`src/hw/rtl/bckq_pkg.sv`:
```
`timescale 1ns / 1ps
// ----------------------------------------------------------------------------
// Button chord key event queue package
// Shared types and constants for the key event queue core.
// ----------------------------------------------------------------------------
package bckq_pkg;

   localparam int INTERVAL_W = 10;
   localparam int TIME_W = 32;
   localparam int BUTTON_W = 5;
   localparam int LOGICAL_W = 7;
   localparam int KEY_W = 3;
   localparam int ENTRY_W = KEY_W + 1;

   localparam logic [INTERVAL_W-1:0] SAMPLE_INTERVAL_RESET = 10'd10;

   localparam logic [2:0] LK_UP = 3'd0;
   localparam logic [2:0] LK_DOWN = 3'd1;
   localparam logic [2:0] LK_LEFT = 3'd2;
   localparam logic [2:0] LK_RIGHT = 3'd3;
   localparam logic [2:0] LK_OK = 3'd4;
   localparam logic [2:0] LK_USE = 3'd5;
   localparam logic [2:0] LK_ESCAPE = 3'd6;

   localparam logic [KEY_W-1:0] KC_UP = 3'd0;
   localparam logic [KEY_W-1:0] KC_DOWN = 3'd1;
   localparam logic [KEY_W-1:0] KC_LEFT = 3'd2;
   localparam logic [KEY_W-1:0] KC_RIGHT = 3'd3;
   localparam logic [KEY_W-1:0] KC_ENTER = 3'd4;
   localparam logic [KEY_W-1:0] KC_FIRE = 3'd5;
   localparam logic [KEY_W-1:0] KC_USE = 3'd6;
   localparam logic [KEY_W-1:0] KC_ESCAPE = 3'd7;

   typedef enum logic [2:0] {
      ST_IDLE,
      ST_SAMPLE,
      ST_DERIVE,
      ST_SCAN,
      ST_CHECK,
      ST_POP_RD,
      ST_POP_TAKE,
      ST_DELIVER
   } state_type;

   typedef struct packed {
      logic [KEY_W-1:0] key;
      logic             press;
   } entry_type;

   typedef struct packed {
      logic      push;
      logic      pop_rd;
      logic      pop_take;
      entry_type wr_entry;
   } queue_cmd_type;

   typedef struct packed {
      logic empty;
      logic full;
   } queue_status_type;

   typedef struct packed {
      logic             event_valid;
      logic [KEY_W-1:0] key_code;
      logic             key_pressed;
   } result_type;

   function automatic logic [KEY_W-1:0] key_for(input logic [2:0] idx, input logic second);
      logic [KEY_W-1:0] code;
      unique case (idx)
         LK_UP: code = KC_UP;
         LK_DOWN: code = KC_DOWN;
         LK_LEFT: code = KC_LEFT;
         LK_RIGHT: code = KC_RIGHT;
         LK_OK: code = second ? KC_FIRE : KC_ENTER;
         LK_USE: code = KC_USE;
         default: code = KC_ESCAPE;
      endcase
      return code;
   endfunction

endpackage

```
`src/hw/rtl/bckq_ram.sv`:
```
`timescale 1ns / 1ps
// ----------------------------------------------------------------------------
// Generic RAM
// One write port and one read port with registered read data.
// ----------------------------------------------------------------------------
module bckq_ram #(
   parameter int WIDTH = 4,
   parameter int DEPTH = 16
) (
   input  logic                     clock,
   input  logic                     wr_en,
   input  logic [$clog2(DEPTH)-1:0] wr_addr,
   input  logic [WIDTH-1:0]         wr_data,
   input  logic                     rd_en,
   input  logic [$clog2(DEPTH)-1:0] rd_addr,
   output logic [WIDTH-1:0]         rd_data
);

   logic [WIDTH-1:0] mem [DEPTH];

   always_ff @(posedge clock) begin
      if (wr_en) begin
         mem[wr_addr] <= wr_data;
      end
      if (rd_en) begin
         rd_data <= mem[rd_addr];
      end
   end

endmodule

```
`src/hw/rtl/bckq_queue.sv`:
```
`timescale 1ns / 1ps
// ----------------------------------------------------------------------------
// Key event queue
// Circular buffer with fill count; pushes into a full queue are dropped.
// ----------------------------------------------------------------------------
module bckq_queue #(
   parameter int DEPTH = 16
) (
   input  logic                       clock,
   input  logic                       reset,
   input  bckq_pkg::queue_cmd_type    cmd,
   output bckq_pkg::queue_status_type status,
   output bckq_pkg::entry_type        rd_entry
);

   localparam int PTR_W = $clog2(DEPTH);
   localparam int CNT_W = $clog2(DEPTH + 1);

   logic [PTR_W-1:0] wr_ptr_ff, wr_ptr_in;
   logic [PTR_W-1:0] rd_ptr_ff, rd_ptr_in;
   logic [CNT_W-1:0] cnt_ff, cnt_in;
   logic             push_ok;
   logic [bckq_pkg::ENTRY_W-1:0] rd_data;

   assign status.empty = (cnt_ff == '0);
   assign status.full = (cnt_ff == CNT_W'(DEPTH));
   assign push_ok = cmd.push && !status.full;
   assign rd_entry = bckq_pkg::entry_type'(rd_data);

   always_comb begin
      wr_ptr_in = wr_ptr_ff;
      rd_ptr_in = rd_ptr_ff;
      cnt_in = cnt_ff;
      if (push_ok) begin
         wr_ptr_in = (wr_ptr_ff == PTR_W'(DEPTH - 1)) ? '0 : wr_ptr_ff + 1'b1;
         cnt_in = cnt_ff + 1'b1;
      end else if (cmd.pop_take) begin
         rd_ptr_in = (rd_ptr_ff == PTR_W'(DEPTH - 1)) ? '0 : rd_ptr_ff + 1'b1;
         cnt_in = cnt_ff - 1'b1;
      end
   end

   always_ff @(posedge clock) begin
      if (reset) begin
         wr_ptr_ff <= '0;
         rd_ptr_ff <= '0;
         cnt_ff <= '0;
      end else begin
         wr_ptr_ff <= wr_ptr_in;
         rd_ptr_ff <= rd_ptr_in;
         cnt_ff <= cnt_in;
      end
   end

   bckq_ram #(
      .WIDTH(bckq_pkg::ENTRY_W),
      .DEPTH(DEPTH)
   ) u_ram (
      .clock  (clock),
      .wr_en  (push_ok),
      .wr_addr(wr_ptr_ff),
      .wr_data(cmd.wr_entry),
      .rd_en  (cmd.pop_rd),
      .rd_addr(rd_ptr_ff),
      .rd_data(rd_data)
   );

endmodule

```
`src/hw/rtl/bckq_ctrl.sv`:
```
`timescale 1ns / 1ps
// ----------------------------------------------------------------------------
// Key event sequencer
// Samples buttons, derives chord keys and pushes changed keys one per cycle.
// ----------------------------------------------------------------------------
module bckq_ctrl (
   input  logic                                 clock,
   input  logic                                 reset,
   input  logic                                 req_valid,
   output logic                                 req_ready,
   input  logic [bckq_pkg::TIME_W-1:0]          req_now_ms,
   input  logic [bckq_pkg::BUTTON_W-1:0]        req_buttons_n,
   input  logic [bckq_pkg::INTERVAL_W-1:0]      sample_interval,
   input  bckq_pkg::queue_status_type           q_status,
   input  bckq_pkg::entry_type                  q_rd_entry,
   output bckq_pkg::queue_cmd_type              q_cmd,
   output logic                                 res_valid,
   output bckq_pkg::result_type                 res,
   input  logic                                 res_ack
);

   bckq_pkg::state_type state_ff, state_in;

   logic [bckq_pkg::TIME_W-1:0]    now_ff, now_in;
   logic [bckq_pkg::BUTTON_W-1:0]  buttons_ff, buttons_in;
   logic [bckq_pkg::TIME_W-1:0]    last_ff, last_in;
   logic [bckq_pkg::BUTTON_W-1:0]  held_ff, held_in;
   logic [bckq_pkg::LOGICAL_W-1:0] prev_ff, prev_in;
   logic [bckq_pkg::LOGICAL_W-1:0] logical_ff, logical_in;
   logic [bckq_pkg::LOGICAL_W-1:0] diff_ff, diff_in;
   logic [2:0]                     idx_ff, idx_in;
   logic                           second_ff, second_in;
   bckq_pkg::result_type           res_ff, res_in;

   logic [bckq_pkg::TIME_W-1:0]    elapsed;
   logic                           due;
   logic [bckq_pkg::LOGICAL_W-1:0] derived;
   logic                           ok_first;

   assign elapsed = now_ff - last_ff;
   assign due = (last_ff == '0) ||
                (elapsed >= {{(bckq_pkg::TIME_W - bckq_pkg::INTERVAL_W){1'b0}}, sample_interval});
   assign ok_first = (idx_ff == bckq_pkg::LK_OK) && !second_ff;
   assign res = res_ff;

   always_comb begin
      derived = '0;
      derived[bckq_pkg::LK_OK] = held_ff[bckq_pkg::LK_OK];
      if (held_ff[bckq_pkg::LK_LEFT] && held_ff[bckq_pkg::LK_RIGHT]) begin
         derived[bckq_pkg::LK_USE] = 1'b1;
      end else begin
         derived[bckq_pkg::LK_LEFT] = held_ff[bckq_pkg::LK_LEFT];
         derived[bckq_pkg::LK_RIGHT] = held_ff[bckq_pkg::LK_RIGHT];
      end
      if (held_ff[bckq_pkg::LK_UP] && held_ff[bckq_pkg::LK_DOWN]) begin
         derived[bckq_pkg::LK_ESCAPE] = 1'b1;
      end else begin
         derived[bckq_pkg::LK_UP] = held_ff[bckq_pkg::LK_UP];
         derived[bckq_pkg::LK_DOWN] = held_ff[bckq_pkg::LK_DOWN];
      end
   end

   always_comb begin
      state_in = state_ff;
      unique case (state_ff)
         bckq_pkg::ST_IDLE: begin
            if (req_valid) begin
               state_in = q_status.empty ? bckq_pkg::ST_SAMPLE : bckq_pkg::ST_POP_RD;
            end
         end
         bckq_pkg::ST_SAMPLE: state_in = bckq_pkg::ST_DERIVE;
         bckq_pkg::ST_DERIVE: state_in = bckq_pkg::ST_SCAN;
         bckq_pkg::ST_SCAN: begin
            if (!(diff_ff[idx_ff] && ok_first) && idx_ff == bckq_pkg::LK_ESCAPE) begin
               state_in = bckq_pkg::ST_CHECK;
            end
         end
         bckq_pkg::ST_CHECK: begin
            state_in = q_status.empty ? bckq_pkg::ST_DELIVER : bckq_pkg::ST_POP_RD;
         end
         bckq_pkg::ST_POP_RD: state_in = bckq_pkg::ST_POP_TAKE;
         bckq_pkg::ST_POP_TAKE: state_in = bckq_pkg::ST_DELIVER;
         bckq_pkg::ST_DELIVER: begin
            if (res_ack) begin
               state_in = bckq_pkg::ST_IDLE;
            end
         end
         default: state_in = bckq_pkg::ST_IDLE;
      endcase
   end

   always_comb begin
      req_ready = 1'b0;
      res_valid = 1'b0;
      q_cmd = '0;
      q_cmd.wr_entry.key = bckq_pkg::key_for(idx_ff, second_ff);
      q_cmd.wr_entry.press = logical_ff[idx_ff];
      now_in = now_ff;
      buttons_in = buttons_ff;
      last_in = last_ff;
      held_in = held_ff;
      prev_in = prev_ff;
      logical_in = logical_ff;
      diff_in = diff_ff;
      idx_in = idx_ff;
      second_in = second_ff;
      res_in = res_ff;
      unique case (state_ff)
         bckq_pkg::ST_IDLE: begin
            req_ready = 1'b1;
            now_in = req_now_ms;
            buttons_in = req_buttons_n;
         end
         bckq_pkg::ST_SAMPLE: begin
            if (due) begin
               held_in = ~buttons_ff;
               last_in = now_ff;
            end
         end
         bckq_pkg::ST_DERIVE: begin
            logical_in = derived;
            diff_in = derived ^ prev_ff;
            prev_in = derived;
            idx_in = '0;
            second_in = 1'b0;
         end
         bckq_pkg::ST_SCAN: begin
            q_cmd.push = diff_ff[idx_ff];
            if (diff_ff[idx_ff] && ok_first) begin
               second_in = 1'b1;
            end else begin
               second_in = 1'b0;
               idx_in = idx_ff + 1'b1;
            end
         end
         bckq_pkg::ST_CHECK: begin
            res_in = '0;
         end
         bckq_pkg::ST_POP_RD: begin
            q_cmd.pop_rd = 1'b1;
         end
         bckq_pkg::ST_POP_TAKE: begin
            q_cmd.pop_take = 1'b1;
            res_in.event_valid = 1'b1;
            res_in.key_code = q_rd_entry.key;
            res_in.key_pressed = q_rd_entry.press;
         end
         bckq_pkg::ST_DELIVER: begin
            res_valid = 1'b1;
         end
         default: begin
         end
      endcase
   end

   always_ff @(posedge clock) begin
      if (reset) begin
         state_ff <= bckq_pkg::ST_IDLE;
         last_ff <= '0;
         held_ff <= '0;
         prev_ff <= '0;
      end else begin
         state_ff <= state_in;
         last_ff <= last_in;
         held_ff <= held_in;
         prev_ff <= prev_in;
      end
   end

   always_ff @(posedge clock) begin
      now_ff <= now_in;
      buttons_ff <= buttons_in;
      logical_ff <= logical_in;
      diff_ff <= diff_in;
      idx_ff <= idx_in;
      second_ff <= second_in;
      res_ff <= res_in;
   end

endmodule

```
`src/hw/rtl/button_chord_key_event_queue_core.sv`:
```
`timescale 1ns / 1ps
// ----------------------------------------------------------------------------
// Button chord key event queue core
// Polls return a queued key event, or resample the buttons when due, push
// changed chord keys and return the first event, or return an empty result.
// ----------------------------------------------------------------------------
//  Channel  Direction  Handshake            Payload
//  req      in         req_valid/req_ready  now_ms, buttons_n
//  rsp      out        rsp_valid/rsp_ready  event_valid, key_code, key_pressed
//  csr      in         csr_wr_en            sample interval in ms
//
// A poll that finds the queue non-empty passes POP_RD, POP_TAKE and DELIVER;
// a sampling poll passes SAMPLE, DERIVE, SCAN and CHECK: the sequencer visits
// the seven logical keys one per cycle, OK twice when it changes, then reads
// the queue RAM if it holds an item. req_ready is high only while idle, and a
// stalled result holds in the output register while the next item is taken.
// Synchronous reset clears the queue and key history.
// ----------------------------------------------------------------------------
module button_chord_key_event_queue_core #(
   parameter int QUEUE_DEPTH = 16
) (
   input  logic                               clock,
   input  logic                               reset,
   input  logic                               req_valid,
   output logic                               req_ready,
   input  logic [bckq_pkg::TIME_W-1:0]        req_now_ms,
   input  logic [bckq_pkg::BUTTON_W-1:0]      req_buttons_n,
   output logic                               rsp_valid,
   input  logic                               rsp_ready,
   output logic                               rsp_event_valid,
   output logic [bckq_pkg::KEY_W-1:0]         rsp_key_code,
   output logic                               rsp_key_pressed,
   input  logic                               csr_wr_en,
   input  logic [bckq_pkg::INTERVAL_W-1:0]    csr_wr_data
);

   logic [bckq_pkg::INTERVAL_W-1:0] interval_ff, interval_in;
   logic                            rsp_valid_ff, rsp_valid_in;
   bckq_pkg::result_type            rsp_ff, rsp_in;

   bckq_pkg::queue_cmd_type    q_cmd;
   bckq_pkg::queue_status_type q_status;
   bckq_pkg::entry_type        q_rd_entry;
   logic                       res_valid;
   logic                       res_ack;
   bckq_pkg::result_type       res;

   assign res_ack = res_valid && (!rsp_valid_ff || rsp_ready);
   assign interval_in = csr_wr_en ? csr_wr_data : interval_ff;
   assign rsp_in = res_ack ? res : rsp_ff;

   always_comb begin
      rsp_valid_in = rsp_valid_ff;
      if (res_ack) begin
         rsp_valid_in = 1'b1;
      end else if (rsp_ready) begin
         rsp_valid_in = 1'b0;
      end
   end

   always_ff @(posedge clock) begin
      if (reset) begin
         interval_ff <= bckq_pkg::SAMPLE_INTERVAL_RESET;
         rsp_valid_ff <= 1'b0;
      end else begin
         interval_ff <= interval_in;
         rsp_valid_ff <= rsp_valid_in;
      end
   end

   always_ff @(posedge clock) begin
      rsp_ff <= rsp_in;
   end

   assign rsp_valid = rsp_valid_ff;
   assign rsp_event_valid = rsp_ff.event_valid;
   assign rsp_key_code = rsp_ff.key_code;
   assign rsp_key_pressed = rsp_ff.key_pressed;

   bckq_ctrl u_ctrl (
      .clock          (clock),
      .reset          (reset),
      .req_valid      (req_valid),
      .req_ready      (req_ready),
      .req_now_ms     (req_now_ms),
      .req_buttons_n  (req_buttons_n),
      .sample_interval(interval_ff),
      .q_status       (q_status),
      .q_rd_entry     (q_rd_entry),
      .q_cmd          (q_cmd),
      .res_valid      (res_valid),
      .res            (res),
      .res_ack        (res_ack)
   );

   bckq_queue #(
      .DEPTH(QUEUE_DEPTH)
   ) u_queue (
      .clock   (clock),
      .reset   (reset),
      .cmd     (q_cmd),
      .status  (q_status),
      .rd_entry(q_rd_entry)
   );

`ifndef ASSERT_OFF
   a_no_push_pop: assert property (@(posedge clock) disable iff (reset)
      !(q_cmd.push && (q_cmd.pop_rd || q_cmd.pop_take)))
      else $error("Queue push and pop in the same cycle.");

   a_busy_after_accept: assert property (@(posedge clock) disable iff (reset)
      (req_valid && req_ready) |=> !req_ready)
      else $error("Ready stayed high after an item was accepted.");

   a_pop_nonempty: assert property (@(posedge clock) disable iff (reset)
      q_cmd.pop_take |-> (!q_status.empty && $past(q_cmd.pop_rd)))
      else $error("Queue pop without a pending read of a filled entry.");
`endif

endmodule

```
`config.mk`:
```
export PLATFORM = sky130hd
export DESIGN_NAME = button_chord_key_event_queue_core
export DESIGN_NICKNAME = d
export VERILOG_FILES = /design/src/hw/rtl/bckq_pkg.sv /design/src/hw/rtl/bckq_ram.sv /design/src/hw/rtl/bckq_queue.sv /design/src/hw/rtl/bckq_ctrl.sv /design/src/hw/rtl/button_chord_key_event_queue_core.sv
export SDC_FILE = /design/constraint.sdc
export NUM_CORES = 1
export LEC_CHECK = 0
export BUFFER_PORTS_ARGS = -buffer_cell sky130_fd_sc_hd__clkbuf_2
export CAP_MARGIN = 30
export CORE_ASPECT_RATIO = 1.25
export CORE_MARGIN = 2
export CORE_UTILIZATION = 35
export CTS_CLUSTER_DIAMETER = 50
export DETAILED_ROUTE_END_ITERATION = 7
export HOLD_SLACK_MARGIN = 0.06
export PLACE_DENSITY = 0.57
export REMOVE_ABC_BUFFERS = 1
export SETUP_SLACK_MARGIN = 0.5
export SYNTH_ARGS = -nofsm -noshare
export SYNTH_HDL_FRONTEND = slang
export SYNTH_HIERARCHICAL = 1
export SYNTH_SLANG_ARGS = --single-unit
```
`constraint.sdc`:
```
create_clock -name clock -period 10.9 [get_ports clock]
set_input_delay 2.18 -clock clock [delete_from_list [all_inputs] [get_ports clock]]
set_output_delay 2.18 -clock clock [all_outputs]
set_load 0.02 [all_outputs]
```
Yosys cells after proc, flatten, opt, wreduce, memory -nomap -nowiden

Memories as Yosys holds them, arrays and structs flattened. A register that Yosys moved wholly into a read port is not among the register bits.
Index checks and enable logic that the tools add are counted.

Order comparisons: 2
$mul: 0
Divide/modulo/power cells: 0
$add $sub $neg: 6
Reductions and logical operators: 25
Mux-type cells: 34
Eq/ne operators: 20
Bitwise logic cells: 3
Shift operators: 0

Operators with widths:

| operator                                                         | count |
|---|---|
| 32-bit by 10-bit greater-or-equal comparator with 1-bit output   | 1 |
| 32-bit logical NOT                                               | 1 |
| 32-bit subtractor                                                | 1 |
| 3-bit case mux with 8 select lines                               | 1 |
| 3-bit == test (second input constant)                            | 7 |
| 3-bit case mux with 6 select lines                               | 1 |
| 1-bit two-way mux                                                | 15 |
| 3-bit two-way mux                                                | 5 |
| 3-bit by 2-bit == test with 1-bit output (second input constant) | 4 |
| 5-bit two-way mux                                                | 2 |
| 5-bit case mux with 2 select lines                               | 1 |
| 4-bit by 1-bit adder with 4-bit output (second input constant)   | 2 |
| 4-bit == test (second input constant)                            | 2 |
| 4-bit two-way mux                                                | 2 |
| 2-bit nonzero test                                               | 4 |
| 1-bit logical AND                                                | 7 |
| 7-bit bitwise XOR                                                | 1 |
| 1-bit binary-select mux with 3-bit select                        | 2 |
| 3-bit by 1-bit == test with 1-bit output (second input constant) | 2 |
| 3-bit logical NOT                                                | 2 |
| 2-bit two-way mux                                                | 3 |
| 2-bit != test (second input constant)                            | 3 |
| 3-bit case mux with 2 select lines                               | 1 |
| 2-bit AND reduction                                              | 3 |
| other kinds (13)                                                 | 17 |

Word-level logic and storage cells: 112
Latch bits: 0
Memory bits (writable): 64
Bits in registers: 136
Input bits: 52
ROM bits: 0
Memories kept: 1
Output and inout bits: 7

Memory list:

| memory            | words | bits a word | rd ports | clocked after Yosys merged registers in | write ports | RTL line       | source |
|---|---|---|---|---|---|---|---|
| u_queue.u_ram.mem | 16    | 4           | 1        | 1                                       | 1           | bckq_ram.sv:19 | `logic [WIDTH-1:0] mem [DEPTH];` |

Logic depth before layout (Yosys ltp)

Depth after elaboration: 7
Mapped depth: 19
Depth with buffers taken out: 17

Modules after synthesis

Netlist, hierarchy kept.

Modules (own cells, without submodules):

| module                            | instances | cells each | area each (um^2) |
|---|---|---|---|
| bckq_ctrl                         | 1         | 821        | 7,335.8 |
| bckq_ram                          | 1         | 130        | 2,706.3 |
| bckq_queue                        | 1         | 84         | 726.9 |
| button_chord_key_event_queue_core | 1         | 42         | 553.0 |

Least setup slack after synthesis

No wires, ideal clock.

Kind: register to output
From: register u_ctrl.state_ff[0]
To: output req_ready
Cell stages (with the launch flop): 3
Setup slack: 5.183 ns
Arrival time: 3.537 ns
Buffers on the path: 1
Data required time: 8.720 ns
Path through: dfxtp_1 -> clkbuf_1 -> nor3_1

Word-level cells in the longest chain between the ends: 2

Ends and longest elaborated chain:

| item                   | RTL line                                | source |
|---|---|---|
| from (decl)            | bckq_ctrl.sv:22                         | `bckq_pkg::state_type state_ff, state_in;` |
| from (signal assigned) | bckq_ctrl.sv:158                        | `state_ff <= bckq_pkg::ST_IDLE;` |
| from (signal assigned) | bckq_ctrl.sv:163                        | `state_ff <= state_in;` |
| 3-bit logical NOT      | bckq_ctrl.sv:108                        | `unique case (state_ff)` |
| 1-bit two-way mux      | bckq_ctrl.sv:108                        |  |
| to (decl)              | button_chord_key_event_queue_core.sv:25 | `output logic req_ready,` |

Every way passes these cells.

Worst setup path after layout

From: register u_ctrl/last_ff[1] (netlist bit)
To: register u_ctrl/last_ff[21] (netlist bit)

Word-level cells in the longest chain between the ends: 4

Ends and longest elaborated chain:

| item                                                           | RTL line         | source |
|---|---|---|
| from (decl)                                                    | bckq_ctrl.sv:26  | `logic [bckq_pkg::TIME_W-1:0] last_ff, last_in;` |
| from (signal assigned)                                         | bckq_ctrl.sv:164 | `last_ff <= last_in;` |
| 32-bit subtractor                                              | bckq_ctrl.sv:40  | `assign elapsed = now_ff - last_ff;` |
| 32-bit by 10-bit greater-or-equal comparator with 1-bit output | bckq_ctrl.sv:42  | `(elapsed >= {{(bckq_pkg::TIME_W - bckq_pkg::INTERVAL_W){1'b0}}, sample_interval});` |
| 1-bit logical OR *                                             | bckq_ctrl.sv:41  | `assign due = (last_ff == '0) \|\|` |
| 2-bit AND reduction (no source line) *                         | n/a              |  |

Every way passes the cells marked *; elsewhere a longest branch is shown, timed or not.
A chain may end at the register's enable or synchronous reset.

==> impl_metrics.toml <==
[finish]
fill_cells = 3113
utilization_pct = 40.1
synthToLayoutAreaGrowth_pct = 12.8
drive_above_1_share_pct = 13.4
instances_no_fill = 1533
nets = 1206
diodes = 0

[floorplan]
rows = 73
dieArea_sq_mm = 0.0338
core_sq_mm = 0.0319
die_y_um = 205
initial_utilization_pct = 35.5
ios = 59
dieWidth_um = 165

[setup_path]
crit_chain = "inv_1, ha_1, nor2b_1, o31a_1, nor2_1, o31ai_1, xor2_1, ha_1, inv_1, o221ai_1, or4_1, a2111oi_0, nand4_1, or4_1, buf_4, or2_1, buf_4, o311ai_0"
worst-setup-path-type = "flop to flop"
crit_required_ns = 11.30
critPathBufInv = 4
cp.arrival_ns = 5.48
max_stage_delay_ns = 0.52
r2r_start = "u_ctrl/last_ff[1]"
crit_start = "u_ctrl/last_ff[1]"
critPathLaunchType = "flop"
endpoint_kind = "flop"
slowest_stage = "or4_1"
crit_family = "simple AND/OR/NAND/NOR gates"
cp_max_fo = 38

[grt]
grt_pass1_wl_um = 45900
antenna_found_initial = 0
grt_pass1_vias = 8494
grt_use_total_pct = 17.1
grt_max_degree = 81
overflow = 0

[pwr]
swShare_pct = 43.1
finalPower_w = 0.00404
pwr_density_cell_mw_per_mm2 = 317
intPower_w = 0.00230
comb_power_share_pct = 48.4
p_sw_w = 0.00174
clockPowerShare_pct = 21.0
p_leak_nw = 4.46
ir_drop_mv = 0.164
p_seq_share_pct = 30.7

[clocking]
htreeDepth = 1
clk_path_buf_depth = 3
clk_pin_slew_ns = 0.06
cts_setup_buffers = 0
cts_tree = "built"
cts_sinks = 204
postCtsHoldBufs = 0
cts_buffers = 26
cts_resized = 0
cts_root_buf = "clkbuf_16"
clk-insertion-delay-late_ns = 0.53

[route]
viasPerCell = 5.64
drc = 0
wl_per_cell_um = 18.6
ant_nets = 0
vias = 8643
drt-pass1-iter-count = 6
drt-initial-drc-count = 898
totalWireLength_um = 28600

[timing]
fmax_mhz = 197
skew_ns = 0.0134
timing.final.crit_share_pct = 46.6
tightest_slew_ns = 0.924
hold_viol_final = 0
fin_crit_ns = 5.08
relSlewSlack_pct = 38.4
holdWs_ns = 0.419
setup_violations = 0
slew_violations = 0
finalSetupTns_ns = 0
rsz0062_at_grt = "no"

[synthesis]
avgSynthCellArea_sq_um = 10.5
syn_inst = 1076
synth_area_sq_mm = 0.0113
ys_warn_count = 6

[placement]
port_buffers = 58
place_hpwl_um = 19600
dp_cells = 1485
gp_congestion = 0.928

[min_path]
hold_class = "flop to flop"
min_from = "u_ctrl/res[3]"

[job]
drv_cap = 0

[run_status]
status = "finished, final reports clean"
per-stage QoR:
stage / cell area, sq um / setup slack [ns]
5_1_grt: 12800 / 5.48
3_3_place_gp: 11900 / 6.05
4_1_cts: 12800 / 5.82
2_1_floorplan: 10900 / 5.28
6_report: 12800 / 5.82
3_5_place_dp: 11900 / 5.83
per-layer routing:
| metal | wire length, um | GRT usage, % | share of wire [%] |
|---|---|---|---|
| met2 | 14700 | 31.3 | 51 |
| met1 | 11800 | 20.8 | 41 |
| met3 | 1320 | 2.00 | 4.6 |
| met5 | 0 | 0 | 0 |
| met4 | 782 | 5.59 | 2.7 |
cell type report:
cell class | count | area, sq um | share of cell area, %
clock buffer | 32 | 736 | 5.76
sequential | 204 | 5420 | 42.4
tap | 412 | 515 | 4.04
timing repair buffer | 71 | 400 | 3.14
inverter | 62 | 233 | 1.82
clock inverter | 16 | 148 | 1.16
multi-input combinational | 736 | 5320 | 41.7
power groups by stage:
stage,Combinational (W),Sequential (W),Clock [W]
after floorplan,0.00139,0.00119,0
after global placement,0.00191,0.00125,0
after detailed placement,0.00192,0.00125,0
after CTS,0.00193,0.00124,0.000875
after global routing,0.00216,0.00126,0.000907
final,0.00195,0.00124,0.000847
cell usage in the layout (no fill, tap or decap), types with 6 or more instances in the layout:
cell,n
a211oi_1,6
a21o_1,10
a21oi_1,57
a31oi_1,8
a32oi_1,37
and2_1,7
and3_1,10
buf_4,12
clkbuf_16,28
clkbuf_2,57
dfxtp_1,71
edfxtp_1,133
ha_1,51
inv_1,59
mux2i_1,15
mux4_1,14
nand2_1,96
nand2b_1,10
nand3_1,22
nand4_1,12
nor2_1,59
nor2b_1,14
nor3_1,29
nor3b_1,33
nor4_1,10
o211ai_1,11
o21a_1,12
o21ai_0,61
o311ai_0,8
o311ai_1,25
or3b_2,7
or4_1,7
xnor2_1,9
xor2_1,15
path summary, 6_finish.rpt:
check / end / slack (ns) / depth (start not counted)
max reg2reg: u_ctrl/last_ff[21] / 5.82 / 18
min: rsp_key_code[2] / 0.42 / 0
min reg2reg: rsp_key_code[2] / 0.42 / 0
max: u_ctrl/last_ff[21] / 5.82 / 18
state kept, by name (all words and copies together) (netlist names), 5 cells and up:
register and count:
u_ctrl/diff_ff 7, u_queue/u_ram/mem 64, u_ctrl/prev_ff 7, u_ctrl/logical_ff 7
u_ctrl/now_ff 32, u_ctrl/held_ff 5, interval_ff 10, u_ctrl/last_ff 32
u_ctrl/res 5, u_queue/cnt_ff 5, u_ctrl/buttons_ff 5
Power figures use the tool's default switching activity.
